--- src/hdl/tsr_pkg.sv ---
// Package for the TCP stream reassembler: sequencer states, opcodes and the
// request bundle of the shared adder. No dependencies.
`default_nettype none

package tsr_pkg;

  typedef enum logic [1:0] {
    OP_SEGMENT = 2'd0,
    OP_END     = 2'd1,
    OP_POP     = 2'd2
  } tsr_op_e;

  typedef enum logic [3:0] {
    ST_CLEAR,
    ST_IDLE,
    ST_DIFF_A,
    ST_DIFF_D,
    ST_CHECK,
    ST_MARK,
    ST_ADV_RD,
    ST_ADV_CHK,
    ST_POP_RD,
    ST_POP_UPD,
    ST_END_A,
    ST_END_F
  } tsr_state_e;

  typedef struct packed {
    logic [31:0] opa;
    logic [31:0] opb;
    logic        sub;
  } alu_req_t;

endpackage

`default_nettype wire

--- src/hdl/tsr_alu.sv ---
// Shared 32-bit add/subtract unit used by the reassembler sequencer.
// Depends on tsr_pkg for the request bundle.
`default_nettype none

module tsr_alu (
  input  tsr_pkg::alu_req_t req_i,
  output logic [31:0]       res_o
);
  import tsr_pkg::*;

  logic [31:0] opb_eff;

  assign opb_eff = req_i.sub ? ~req_i.opb : req_i.opb;
  assign res_o   = req_i.opa + opb_eff + 32'(req_i.sub);

endmodule

`default_nettype wire

--- config.mk ---
export PLATFORM = sky130hd
export DESIGN_NAME = tsr_alu
export DESIGN_NICKNAME = d
export VERILOG_FILES = /design/src/hdl/tsr_pkg.sv /design/src/hdl/tsr_alu.sv
export SDC_FILE = /design/constraint.sdc
export NUM_CORES = 1
export LEC_CHECK = 0
export BUFFER_PORTS_ARGS = -buffer_cell sky130_fd_sc_hd__buf_2
export CAP_MARGIN = 5
export CELL_PAD_IN_SITES_DETAIL_PLACEMENT = 0
export CELL_PAD_IN_SITES_GLOBAL_PLACEMENT = 1
export CORE_AREA = 2 2 85 87
export DETAILED_ROUTE_END_ITERATION = 8
export DIE_AREA = 0 0 87 89
export PLACE_DENSITY = 0.89
export REMOVE_ABC_BUFFERS = 1
export SYNTH_ARGS = -nofsm -noshare
export SYNTH_HDL_FRONTEND = slang
export SYNTH_SLANG_ARGS = --single-unit
--- constraint.sdc ---
create_clock -name vclk -period 3.6
set_input_delay 0.54 -clock vclk [all_inputs]
set_output_delay 0.54 -clock vclk [all_outputs]
set_load 0.02 [all_outputs]
# After elaboration in Yosys (flattened, before gate mapping)
# Index checks and enable logic that the tools add are counted.
[word_totals]
elab_cells = 4
regBits = 0
[op_classes]
n_mux = 1
n_addsub = 2
n_bitwise = 1
[op_table]
columns = ["op", "count"]
rows = [
  ["32-bit by 1-bit adder with 32-bit output", 1],
  ["32-bit adder", 1],
  ["32-bit two-way mux", 1],
  ["32-bit inverter", 1],
]

# Logic depth before layout (Yosys ltp)
# Gate-level depths: netlist (run 1).
[depth]
depth_word = 4
mapped_depth = 11
ltp_nobuf = 9

# Worst setup path before layout (run 1)
# No wires, ideal clock.
[synth_timing]
path_type = "input -> output"
startpoint = "input port req_i[0] (netlist name)"
endpoint = "output port res_o[26]"
path_stages = 11
t_required_ps = 3060
slack_ps = -45
arrival_time_ps = 3105
cell_sequence = "buf_6 clkbuf_1 xor2_1 ha_1 buf_4 o21ai_0 a21oi_2 o32ai_2 a2111oi_4 nor2_1 a311oi_1"
[synth_via]
elab_chain_cells = 3
[synth_rtl]
columns = ["item", "line", "text"]
rows = [
  ["from (decl)", "tsr_alu.sv:6", "input tsr_pkg::alu_req_t req_i,"],
  ["32-bit two-way mux", "tsr_alu.sv:13", "assign opb_eff = req_i.sub ? ~req_i.opb : req_i.opb;"],
  ["32-bit adder", "tsr_alu.sv:14", "assign res_o = req_i.opa + opb_eff + 32'(req_i.sub);"],
  ["32-bit by 1-bit adder with 32-bit output (*)", "tsr_alu.sv:14", ""],
  ["to (decl)", "tsr_alu.sv:7", "output logic [31:0] res_o"],
]
# Mark *: on every way between the ends. The rest lies on a longest branch, timed or not.

# Worst setup path after layout (run 1)
[layout_timing]
startpoint = "input port req_i[0] (netlist name)"
endpoint = "output port res_o[29]"
# The elaborated chain is that of the path after synthesis.

==> results by stage, run 1 <==
Run status:
- The flow ran to the end, and the final reports show no timing, DRC or antenna violations.

STA:
- For the pin with the worst max-slew slack, the measured transition is 0.419 ns.
- The maximum clock frequency is 287 MHz.
- The number of pins with negative max-slew slack in the final report is 0.
- The setup violation total in the final timing report is 0.
- Setup repair after global routing left no endpoint under its margin.
- For the final routed database, the setup TNS stands at 0 ns.
- The shortest clock period the worst path allows after layout is 3.48 ns.
- The final setup slack of the worst path is 0.120 ns.
- The number of endpoints with negative hold slack in the final report is 0.
- The headroom to the max-slew limit is 71.3%.
- After layout, the worst path uses 96.7% of the clock period.

Job:
- The max-cap check violation count is 0.

Power and ir drop:
- The clock group share of total power is 0%.
- The logic gate share of total power is 100.0%.
- Net switching is 60.4% of the power.
- The cell-internal power is 392 uW.
- The static leakage is 1.49 nW.
- In this run the power spent charging and discharging nets is 598 uW.
- Registers are responsible for 0% of the overall power.
- Across the VDD grid, the largest voltage drop is 0.135 mV.
- The cell area power density is 317 nW/um2.

Hold path:
- The worst min-delay path startpoint is req_i[33].
- The min-delay analysis places its worst path in the category input pin to primary output.
- The worst hold path passes through 3 cells.
- The sink of the worst hold path is res_o[0].

Logic synthesis:
- Ranked by total cell area, the synthesized netlist is headed by sky130_fd_sc_hd__ha_1 (18%), sky130_fd_sc_hd__xor2_1 (15%), sky130_fd_sc_hd__xnor2_1 (7.5%), sky130_fd_sc_hd__nand2_1 (6.2%), sky130_fd_sc_hd__a21oi_1 (6.2%).
- Yosys printed 0 warnings.
- Each instance of the synthesized netlist takes up on average 7.13 um2.
- Counting distinct cell types in the post-synthesis netlist gives 57.
- After synthesis, the most frequently instantiated cells are sky130_fd_sc_hd__nand2_1 (39), sky130_fd_sc_hd__xor2_1 (39), sky130_fd_sc_hd__ha_1 (33), sky130_fd_sc_hd__a21oi_1 (29), sky130_fd_sc_hd__nor2_1 (26).
- After synthesis the cells add up to 2350 um2.
- The largest area contributor in the netlist is sky130_fd_sc_hd__ha_1.
- The number of cells produced by synthesis is 329.
- The top cell type by area accounts for 17.6% of the synthesized area.
- The part of the Yosys area used for sequential elements is 0%.

Floorplan:
- The die height is 89 um.
- The number of cell rows is 30.
- The die width is 87 um.
- The initial cell density of the core is 34.9%.
- The die covers 7740 um2.
- Pin placement for this block handled 97 I/O pins.
- The core area is 6720 um2.

Detailed routing:
- In this run, the number of DRC markers left after iteration 0 of detailed routing was 111.
- The routed length per placed instance is 13.6 um.
- For this block, the routed nets add up to 7.04 mm of wire.
- The post-route DRC violation count is 0.
- The detailed-route vias per instance is 5.35.
- Across all layers, the routed design uses 2760 vias.
- In this run the remaining antenna-violating nets after routing total 0.
- The first detailed-routing pass took 4 iterations.

Placed design:
- The final estimated routing congestion in global placement is 0.897.
- The placed cell count is 512.
- Timing analysis after detailed placement gives a worst setup slack of 0.0311 ns.
- The number of input and output port buffers inserted is 97.
- The final HPWL from detailed placement is 5.96 mm.

Final layout:
- The combined flip-flop and latch cell area is 0 um2.
- The number of fill cells in the layout is 688.
- In the final design database the tool counted 537 nets.
- The synthesis-to-layout area growth is 33.2%.
- The clock buffers instantiated in the layout total 0.
- There are 0 flip-flops and latches.
- 0 antenna diodes ended up in the layout.
- The count of non-filler cells in the finished layout is 516.
- Of the cells placed in the final design, the portion with a size suffix greater than 1 is 33.5%.

Global routing:
- Entering global routing, the biggest net connects 16 pins.
- The first global-routing pass estimated 11.0 mm of wire.
- The initial antenna violation count is 0.
- Global routing used 16.8% of the available tracks across all layers.
- The via count of the first global-routing pass is 2571.
- Summed over all layers, the global routing overflow is 0.

Setup path:
- The required arrival time at the worst endpoint is 3.06 ns.
- The kind of critical path is input pin to primary output.
- The kind of end point of the critical path is a primary output.
- STA classifies the critical path startpoint as an input pin.
- The worst-path maximum fanout is 8.
- The data arrival time at the worst-slack endpoint is 2.94 ns.

Clock network:
- The number of hold buffers added after CTS was 0.
==> kinds of logic (layout without fill, tap and decap cells) <==
family                     count (synthesis)  after routing  share of synthesized area [%]
buffers and inverters                     23            130                           4.32
adders and majority gates                 34             34                           18.5
and+or+nand+nor                          107            107                           21.4
muxes                                      2              2                           1.39
AOI/OAI and AO/OA                        104            104                           32.4
xor gates and xnor gates                  59             59                           22.0
==> worst max path at each step <==
stage | start | to | slack (ns) | depth (start not counted)
floorplan | req_i[0] | res_o[26] | 0.37 | 9
global placement | req_i[0] | res_o[24] | 0.08 | 11
detailed placement | req_i[0] | res_o[24] | 0.03 | 11
CTS | req_i[0] | res_o[24] | 0.02 | 11
global route | req_i[0] | res_o[15] | 0.0004 | 11
finish | req_i[0] | res_o[29] | 0.12 | 11
==> placed cells by master, fill, tap and decap left out, types with 4 or more instances in the layout <==
cell and n:
sky130_fd_sc_hd__nand2_1 38, sky130_fd_sc_hd__o211ai_1 5, sky130_fd_sc_hd__xnor2_1 20, sky130_fd_sc_hd__a31oi_1 4, sky130_fd_sc_hd__xor2_1 38, sky130_fd_sc_hd__o21ai_0 16
sky130_fd_sc_hd__o21ai_1 4, sky130_fd_sc_hd__a21oi_2 7, sky130_fd_sc_hd__nand4_1 6, sky130_fd_sc_hd__ha_1 32, sky130_fd_sc_hd__a21oi_1 26, sky130_fd_sc_hd__nor2b_1 4
sky130_fd_sc_hd__a21o_1 4, sky130_fd_sc_hd__a211oi_1 4, sky130_fd_sc_hd__buf_2 96, sky130_fd_sc_hd__buf_4 20, sky130_fd_sc_hd__nor2_1 26, sky130_fd_sc_hd__inv_1 12
sky130_fd_sc_hd__nor3_1 8, sky130_fd_sc_hd__nand3_1 8
==> area by class of cell <==
class                           instances  area [um2]  area share [%]
Timing Repair Buffer                  118         676            21.6
Multi-Input combinational cell        306        2300            73.7
Inverter                               12        45.0            1.44
Tap cell                               80         100            3.20
==> power groups by stage <==
stage               Combinational [mW]  Clock [mW]  Sequential, mW
finish                           0.990           0               0
global route                      1.08           0               0
CTS                              0.962           0               0
detailed placement               0.958           0               0
global placement                 0.949           0               0
floorplan                        0.657           0               0
==> through the flow <==
stage,hold WS (ns),instance area [um2],util [%],power (mW)
final,1.41,3130,46.5,0.990
after global routing,1.43,3130,46.5,1.08
after CTS,1.41,3020,44.9,0.962
after detailed placement,1.41,3020,44.9,0.958
after global placement,1.41,3020,44.9,0.949
after floorplan,1.20,2290,-,0.657
==> metal layers <==
metal  share of wire [%]  global-route usage [%]
met5                   0                       0
met4                 1.6                    3.69
met3                 4.5                    1.20
met2                  48                    29.7
met1                  46                    22.4
==> worst max-delay path: stages <==
cell	delay [ns]
sky130_fd_sc_hd__buf_4	0.15
sky130_fd_sc_hd__buf_12	0.15
sky130_fd_sc_hd__xor2_1	0.16
sky130_fd_sc_hd__ha_1	0.35
sky130_fd_sc_hd__a21oi_2	0.22
sky130_fd_sc_hd__o221ai_2	0.22
sky130_fd_sc_hd__o311ai_4	0.40
sky130_fd_sc_hd__a31oi_4	0.17
sky130_fd_sc_hd__a41o_1	0.28
sky130_fd_sc_hd__nor3_2	0.11
sky130_fd_sc_hd__buf_2	0.19
==> repair_timing <==
action,4_1_cts,5_1_grt
setup endpoints to repair,0,8
gates resized for setup,0,20
setup buffers,0,3
(Power assumes the default switching activity.)
==> run 2, diff against run 1 <==
PLACE_DENSITY = default   (was 0.89)
PLACE_DENSITY_LB_ADDON = 0.1   (was default)
==> results by stage, run 2 (same netlist as run 1, synthesis figures left out) <==
Final layout:
- In the layout the commonest cells are sky130_fd_sc_hd__buf_2 (96), sky130_fd_sc_hd__nand2_1 (39), sky130_fd_sc_hd__xor2_1 (38), sky130_fd_sc_hd__buf_4 (38), sky130_fd_sc_hd__ha_1 (33).
- From synthesis to final layout, the design area changed by 38.2%.
- The final standard cell utilization of the core is 48.2%.
- The combined flip-flop and latch cell area is 0 um2.
- The number of antenna diodes in the final layout is 0.
- The count of non-filler cells in the finished layout is 533.
- The number of flip-flops and latches is 0.
- The count of clock-net buffers in the final layout is 0.
- The share of post-route cells with drive strength above 1 is 35.5%.
- The leading cell type in the layout, fill and taps excluded is sky130_fd_sc_hd__buf_2.
- The number of nets in the layout is 554.

Setup path:
- The cell that appears most often on the critical path is sky130_fd_sc_hd__buf_2.
- By startpoint and endpoint, the worst setup path is classified as input pin to primary output.
- Tracing the worst setup path back leads to its startpoint at req_i[0].
- The kind of end point of the critical path is a primary output.
- The worst setup path is launched from an input pin.
- The highest cell delay on the worst timing path is 0.37 ns.
- The worst-path maximum fanout is 14.
- The data arrival time at the worst-slack endpoint is 2.95 ns.
- The slowest stage of the critical path is the sky130_fd_sc_hd__o311ai_4 cell.
- STA puts the critical path data required time at 3.06 ns.
- The critical path goes through buf_2 -> buf_12 -> xor2_1 -> ha_1 -> a21oi_1 -> o221ai_2 -> o311ai_4 -> a31oi_4 -> a41o_1 -> nor3_2 -> buf_2.

Power and ir drop:
- The peak ir drop on the vdd network is 0.159 mV.
- Net switching is 59.2% of the power.
- The total power consumption of the routed design is 1.02 mW.
- Of the total power, the clock network draws 0%.
- The net switching power is 606 uW.
- The static leakage is 1.56 nW.
- Cell internal power was estimated by the tool at 419 uW.
- Combinational logic is responsible for 100.0% of the overall power.
- The cell area power density is 316 nW/um2.
- Of the total power, registers draw 0%.

Floorplan:
- The number of cell rows is 30.
- The I/O pin total is 97.
- The floorplan step defined a die boundary enclosing 7740 um2.
- For this configuration, the core starts out at a cell density of 34.9%.
- The die width is 87 um.
- In this run the standard cell core region covers 6720 um2.
- The die height is 89 um.

Global routing:
- The met1 usage in global routing is 26.1%.
- The initial antenna violation count is 0.
- The global routing stage identified its most utilized layer as met2.
- For met2 alone, demand over resource in global routing was 29.4%.
- Global routing used 17.5% of the available tracks across all layers.
- For this run the aggregate overflow at the end of global routing stands at 0.
- The via count of the first global-routing pass is 2536.
- In the global route stage, met3 resource usage came out at 0.369%.
- The first-pass GRT wire length is 11.3 mm.
- Entering global routing, the biggest net connects 15 pins.

Hold path:
- The type of the worst min-delay path is input pin to primary output.
- The number of cells on the worst hold path is 3.
- The worst min-delay path startpoint is req_i[33].

STA:
- The maximum clock frequency is 287 MHz.
- Setup repair after global routing could not meet its margin everywhere.
- Of the available clock period, the critical path in the final layout requires 96.9%.
- Once routing completed, OpenROAD measured the worst setup slack at 0.113 ns.
- After layout, the minimum clock period comes to 3.49 ns.
- The number of pins with negative max-slew slack in the final report is 0.
- Hold timing on the final database bottoms out at a slack of 1.41 ns.
- Setup violations remaining at the end of the flow were counted as 0.
- The headroom to the max-slew limit is 69.3%.
- The number of endpoints with negative hold slack in the final report is 0.
- The transition time at the pin with the least slew margin is 0.458 ns.

Placed design:
- The post-place setup slack is 0.0718 ns.
- Including well taps, the total number of placed cells is 529.
- After legalization and detailed placement, the total HPWL measured 6.19 mm.
- The final estimated routing congestion in global placement is 0.850.
- Buffers placed on the I/O ports in this run total 97.

Detailed routing:
- Dividing the detail-routed wire length by the instance count gives 13.3 um.
- In this run, the number of DRC markers left after iteration 0 of detailed routing was 109.
- For this block, the routed nets add up to 7.08 mm of wire.
- The number of detailed-routing iterations run before antenna repair is 4.
- The total number of vias is 2737.
- Using the TritonRoute via totals, the vias-per-cell ratio works out to 5.14.
- For this run, design rule violations remaining after detail routing come to 0.
- The count of nets left with antenna violations once routing finished came out at 0.

Run status:
- The flow ran to the end, and the final reports show no timing, DRC or antenna violations.

Job:
- The max-cap check violation count is 0.
==> run 2: critical path: cells and delay by family <==
kind / cells / cell delay, ns
adder cells (fa/ha/maj): 1 / 0.35
AND/OR/NAND/NOR: 1 / 0.09
AO/OA/AOI/OAI: 5 / 1.31
XOR/XNOR: 1 / 0.16
buffers and inverters: 3 / 0.50
==> run 2: cell type report <==
class                           instances  area [um2]
Timing Repair Buffer                  135         786
Tap cell                               80         100
Inverter                               12        45.0
Multi-Input combinational cell        306        2310
Fill cell                             702        3480
==> run 2: worst paths after layout <==
check | endpoint
worst min-delay path | res_o[0]
worst max-delay path | res_o[29]
==> run 2: per-stage QoR <==
stage / area (um2) / TNS, ns
after detailed placement: 3140 / 0
final: 3240 / 0
after global placement: 3140 / 0
after floorplan: 2290 / 0
after CTS: 3140 / 0
after global routing: 3240 / -0.0859
==> run 2: per-layer routing <==
metal	vias up	share of wire (%)
met5	-	0
met4	0	0.44
met3	2	4.4
met2	74	44
met1	1216	51
li1	1445	-
==> run 2: power groups by stage <==
| stage | clock, mW | combinational [mW] | sequential (mW) |
|---|---|---|---|
| after floorplan | 0 | 0.657 | 0 |
| after global placement | 0 | 0.986 | 0 |
| after detailed placement | 0 | 0.989 | 0 |
| after CTS | 0 | 0.995 | 0 |
| after global routing | 0 | 1.13 | 0 |
| final | 0 | 1.02 | 0 |
==> run 2: what timing repair did <==
| action | CTS | global route |
|---|---|---|
| buffers inserted | 0 | 4 |
| endpoints found under the setup margin | 0 | 10 |
| hold buffers | 0 | 0 |
| resized for setup | 0 | 17 |
==> run 3, diff against run 2 <==
ABC_AREA = 1   (was default)
ABC_CLOCK_PERIOD_IN_PS = 3600   (was default)
CORE_AREA = 2 2 91 93   (was 2 2 85 87)
DIE_AREA = 0 0 93 95   (was 0 0 87 89)
==> results by stage, run 3 <==
STA:
- Across all setup checks in the final design, the least slack found is 0.376 ns.
- Subtracting the final worst setup slack from the clock period gives 3.22 ns.
- The setup total negative slack is 0 ns.
- Setup repair after global routing left no endpoint under its margin.
- The transition time at the pin with the least slew margin is 0.338 ns.
- The number of pins with negative max-slew slack in the final report is 0.
- The maximum clock frequency is 310 MHz.
- The post-route clock period utilization is 89.6%.
- Headroom to the max-slew limit came out at 77.2%.
- The number of endpoints with negative hold slack in the final report is 0.
- Setup violations remaining at the end of the flow were counted as 0.

Power and ir drop:
- The share of total power dissipated in combinational logic is 100.0%.
- For this design the static power due to leakage is 2.03 nW.
- For this design the total switching power over the nets is 573 uW.
- The peak ir drop on the vdd network is 0.113 mV.
- Dividing total power by cell area gives a power density of 276 nW/um2.
- Of the total power, the share spent switching nets is 65.2%.
- The sequential share of power is 0%.
- Per report_power, the clock group accounts for 0% of the total.
- The cell-internal power is 306 uW.

Floorplan:
- In this run the standard cell core region covers 7930 um2.
- The die height is 95 um.
- The initial cell density of the core is 32.5%.
- In this run the horizontal extent of the chip is 93 um.
- The I/O pin total is 97.
- After floorplanning, the core was divided into 33 placement rows.
- The floorplan step defined a die boundary enclosing 8840 um2.

Hold path:
- The min-delay analysis places its worst path in the category input pin to primary output.

Placed design:
- During placement, the flow inserted port buffers numbering 97.
- The placed instances occupy a cell area of 3190 um2.
- Counting tap cells, the placed design contains a total of 678 instances.
- Prior to clock tree synthesis, the placed netlist has a worst setup slack of 0.356 ns.
- Summed over all nets, the half-perimeter wirelength after detailed placement is 7.58 mm.
- The congestion estimate from routability-driven global placement came to 0.837.

Detailed routing:
- The number of detailed-routing iterations run before antenna repair is 4.
- The count of nets left with antenna violations once routing finished came out at 0.
- After detailed routing, the number of remaining DRC violations is 0.
- The starting DRC count in detailed routing is 62.
- The routed length per placed instance is 12.1 um.
- In the routed layout, each cell is associated on average with a via count of 4.38.
- The detailed-route wire length is 8.20 mm.
- The detailed router placed 2968 vias in this run.

Setup path:
- The kind of launch point of the worst setup path is an input pin.
- The kind of end point of the critical path is a primary output.
- The kind of critical path is input pin to primary output.
- The required arrival time at the worst endpoint is 3.06 ns.
- In this run the worst path has a maximum fanout of 23.
- Data arrives at the worst endpoint at 2.68 ns.

Logic synthesis:
- Yosys instantiated no cell more often than sky130_fd_sc_hd__nand2_1.
- The average cell area after synthesis is 5.38 um2.
- The number of cells produced by synthesis is 479.
- Sorting the synthesized cells by area gives the leading types as sky130_fd_sc_hd__nand2_1 (23%), sky130_fd_sc_hd__ha_1 (16%), sky130_fd_sc_hd__xor2_1 (15%), sky130_fd_sc_hd__inv_1 (13%), sky130_fd_sc_hd__a21oi_1 (6.0%).
- The proportion of netlist area held by the largest area contributor is 23.1%.
- The synthesized design spends more area on one cell type than any other, namely sky130_fd_sc_hd__nand2_1.
- The area of the mapped netlist is 2580 um2.
- The count of warnings emitted by yosys is 0.
- The number of distinct library cells after synthesis is 27.
- The part of the Yosys area used for sequential elements is 0%.
- After synthesis, the most frequently instantiated cells are sky130_fd_sc_hd__nand2_1 (159), sky130_fd_sc_hd__inv_1 (88), sky130_fd_sc_hd__xor2_1 (44), sky130_fd_sc_hd__nor2_1 (36), sky130_fd_sc_hd__ha_1 (33).

Clock network:
- The number of setup buffers added after CTS is 0.
- After clock tree synthesis, the repair step resized 0 gates.
- In this run, post-CTS hold repair placed 0 buffers.

Global routing:
- The leftover overflow at the end of global routing is 0.
- met2 is the most crowded layer.
- The maximum number of pins on one net before global-route repair is 24.
- The met1 usage in global routing is 27.2%.
- Global routing consumed, on the met2 layer, 32.9% of the routing resources.
- The first-pass GRT wire length is 13.4 mm.
- The met3 track demand over resource is 0.718%.
- The via count of the first global-routing pass came to 2956.
- The initial antenna violation count came to 0.
- The overall fraction of global-route tracks in use is 18.8%.

Final layout:
- After the flow finishes, the layout carries non-filler instances totaling 678.
- The count of clock-net buffers in the final layout is 0.
- The number of diodes added for antenna fixing is 0.
- The final layout contains a sequential cell count of 0.
- Summing all flip-flop and latch instances after layout gives 0 um2.
- The leading cell type in the layout, fill and taps excluded is sky130_fd_sc_hd__nand2_1.
- Of the cells placed in the final design, the portion with a size suffix greater than 1 is 22.7%.
- Leaving out fill and tap cells, the most frequent cells in the layout are sky130_fd_sc_hd__nand2_1 (159), sky130_fd_sc_hd__buf_2 (97), sky130_fd_sc_hd__inv_1 (88), sky130_fd_sc_hd__xor2_1 (44), sky130_fd_sc_hd__nor2_1 (36).
- The number of fill cells in the layout is 970.
- At the end of the flow, the number of nets in the layout was 674.
- Compared with the post-synthesis result, the final layout area differs by 23.8%.
- The cell area after layout is 3190 um2.

Run status:
- The run finished with clean final reports.

Job:
- The max-cap check violation count is 0.
-- run 3: changes by cell type after synthesis, sizes merged, moves of 7 or more --
cell    change
inv        +77
clkbuf      -7
nand2     +138
xnor2      -17
nand3      +17
nor2       +13
-- run 3: power by group through the flow --
stage | Clock (mW) | Sequential, mW | Combinational (mW)
floorplan | 0 | 0 | 0.611
global placement | 0 | 0 | 0.890
detailed placement | 0 | 0 | 0.888
CTS | 0 | 0 | 0.892
global route | 0 | 0 | 0.998
finish | 0 | 0 | 0.880
-- run 3: layer usage --
layer  vias to the layer above  part of all wire [%]
met1                      1251                    52
met4                         0                     0
met5                         -                     0
met2                        47                    45
met3                         0                   2.9
li1                       1670                     -
-- run 3: worst max-delay path, cell delays in order --
cell and delay [ns]:
sky130_fd_sc_hd__buf_2 0.27, sky130_fd_sc_hd__buf_12 0.24, sky130_fd_sc_hd__xor2_1 0.20, sky130_fd_sc_hd__ha_1 0.32, sky130_fd_sc_hd__a21oi_1 0.21, sky130_fd_sc_hd__o21ai_0 0.15
sky130_fd_sc_hd__nand2_1 0.09, sky130_fd_sc_hd__nand2_1 0.05, sky130_fd_sc_hd__a21oi_1 0.22, sky130_fd_sc_hd__nand3_1 0.10, sky130_fd_sc_hd__nand2_1 0.10, sky130_fd_sc_hd__buf_2 0.17
-- run 3: final timing paths --
kind	startpoint	to	slack, ns	depth (start not counted)
hold / removal	req_i[33]	res_o[0]	1.38	3
setup / recovery	req_i[0]	res_o[26]	0.38	12
-- run 3: per-stage QoR --
stage | utilization [%] | power (mW) | hold slack, ns
2_1_floorplan | - | 0.611 | 1.20
3_3_place_gp | 40.3 | 0.890 | 1.38
4_1_cts | 40.3 | 0.892 | 1.38
3_5_place_dp | 40.3 | 0.888 | 1.38
6_report | 40.3 | 0.880 | 1.38
5_1_grt | 40.3 | 0.998 | 1.39
-- run 3: layout make-up --
type,count,area (um2),area share (%)
repair buffers,98,505,15.8
inverters,89,334,10.5
well taps,105,131,4.11
multi-input cells,386,2220,69.6
-- run 3: logic make-up (layout without fill, tap and decap cells) --
logic type,count (synthesis),in the layout,share of synthesized area [%]
compound gates,54,54,11.3
xor+xnor,47,47,16.0
buf+inv,93,187,13.8
fa+ha+maj,34,34,16.8
simple gates,251,251,42.2
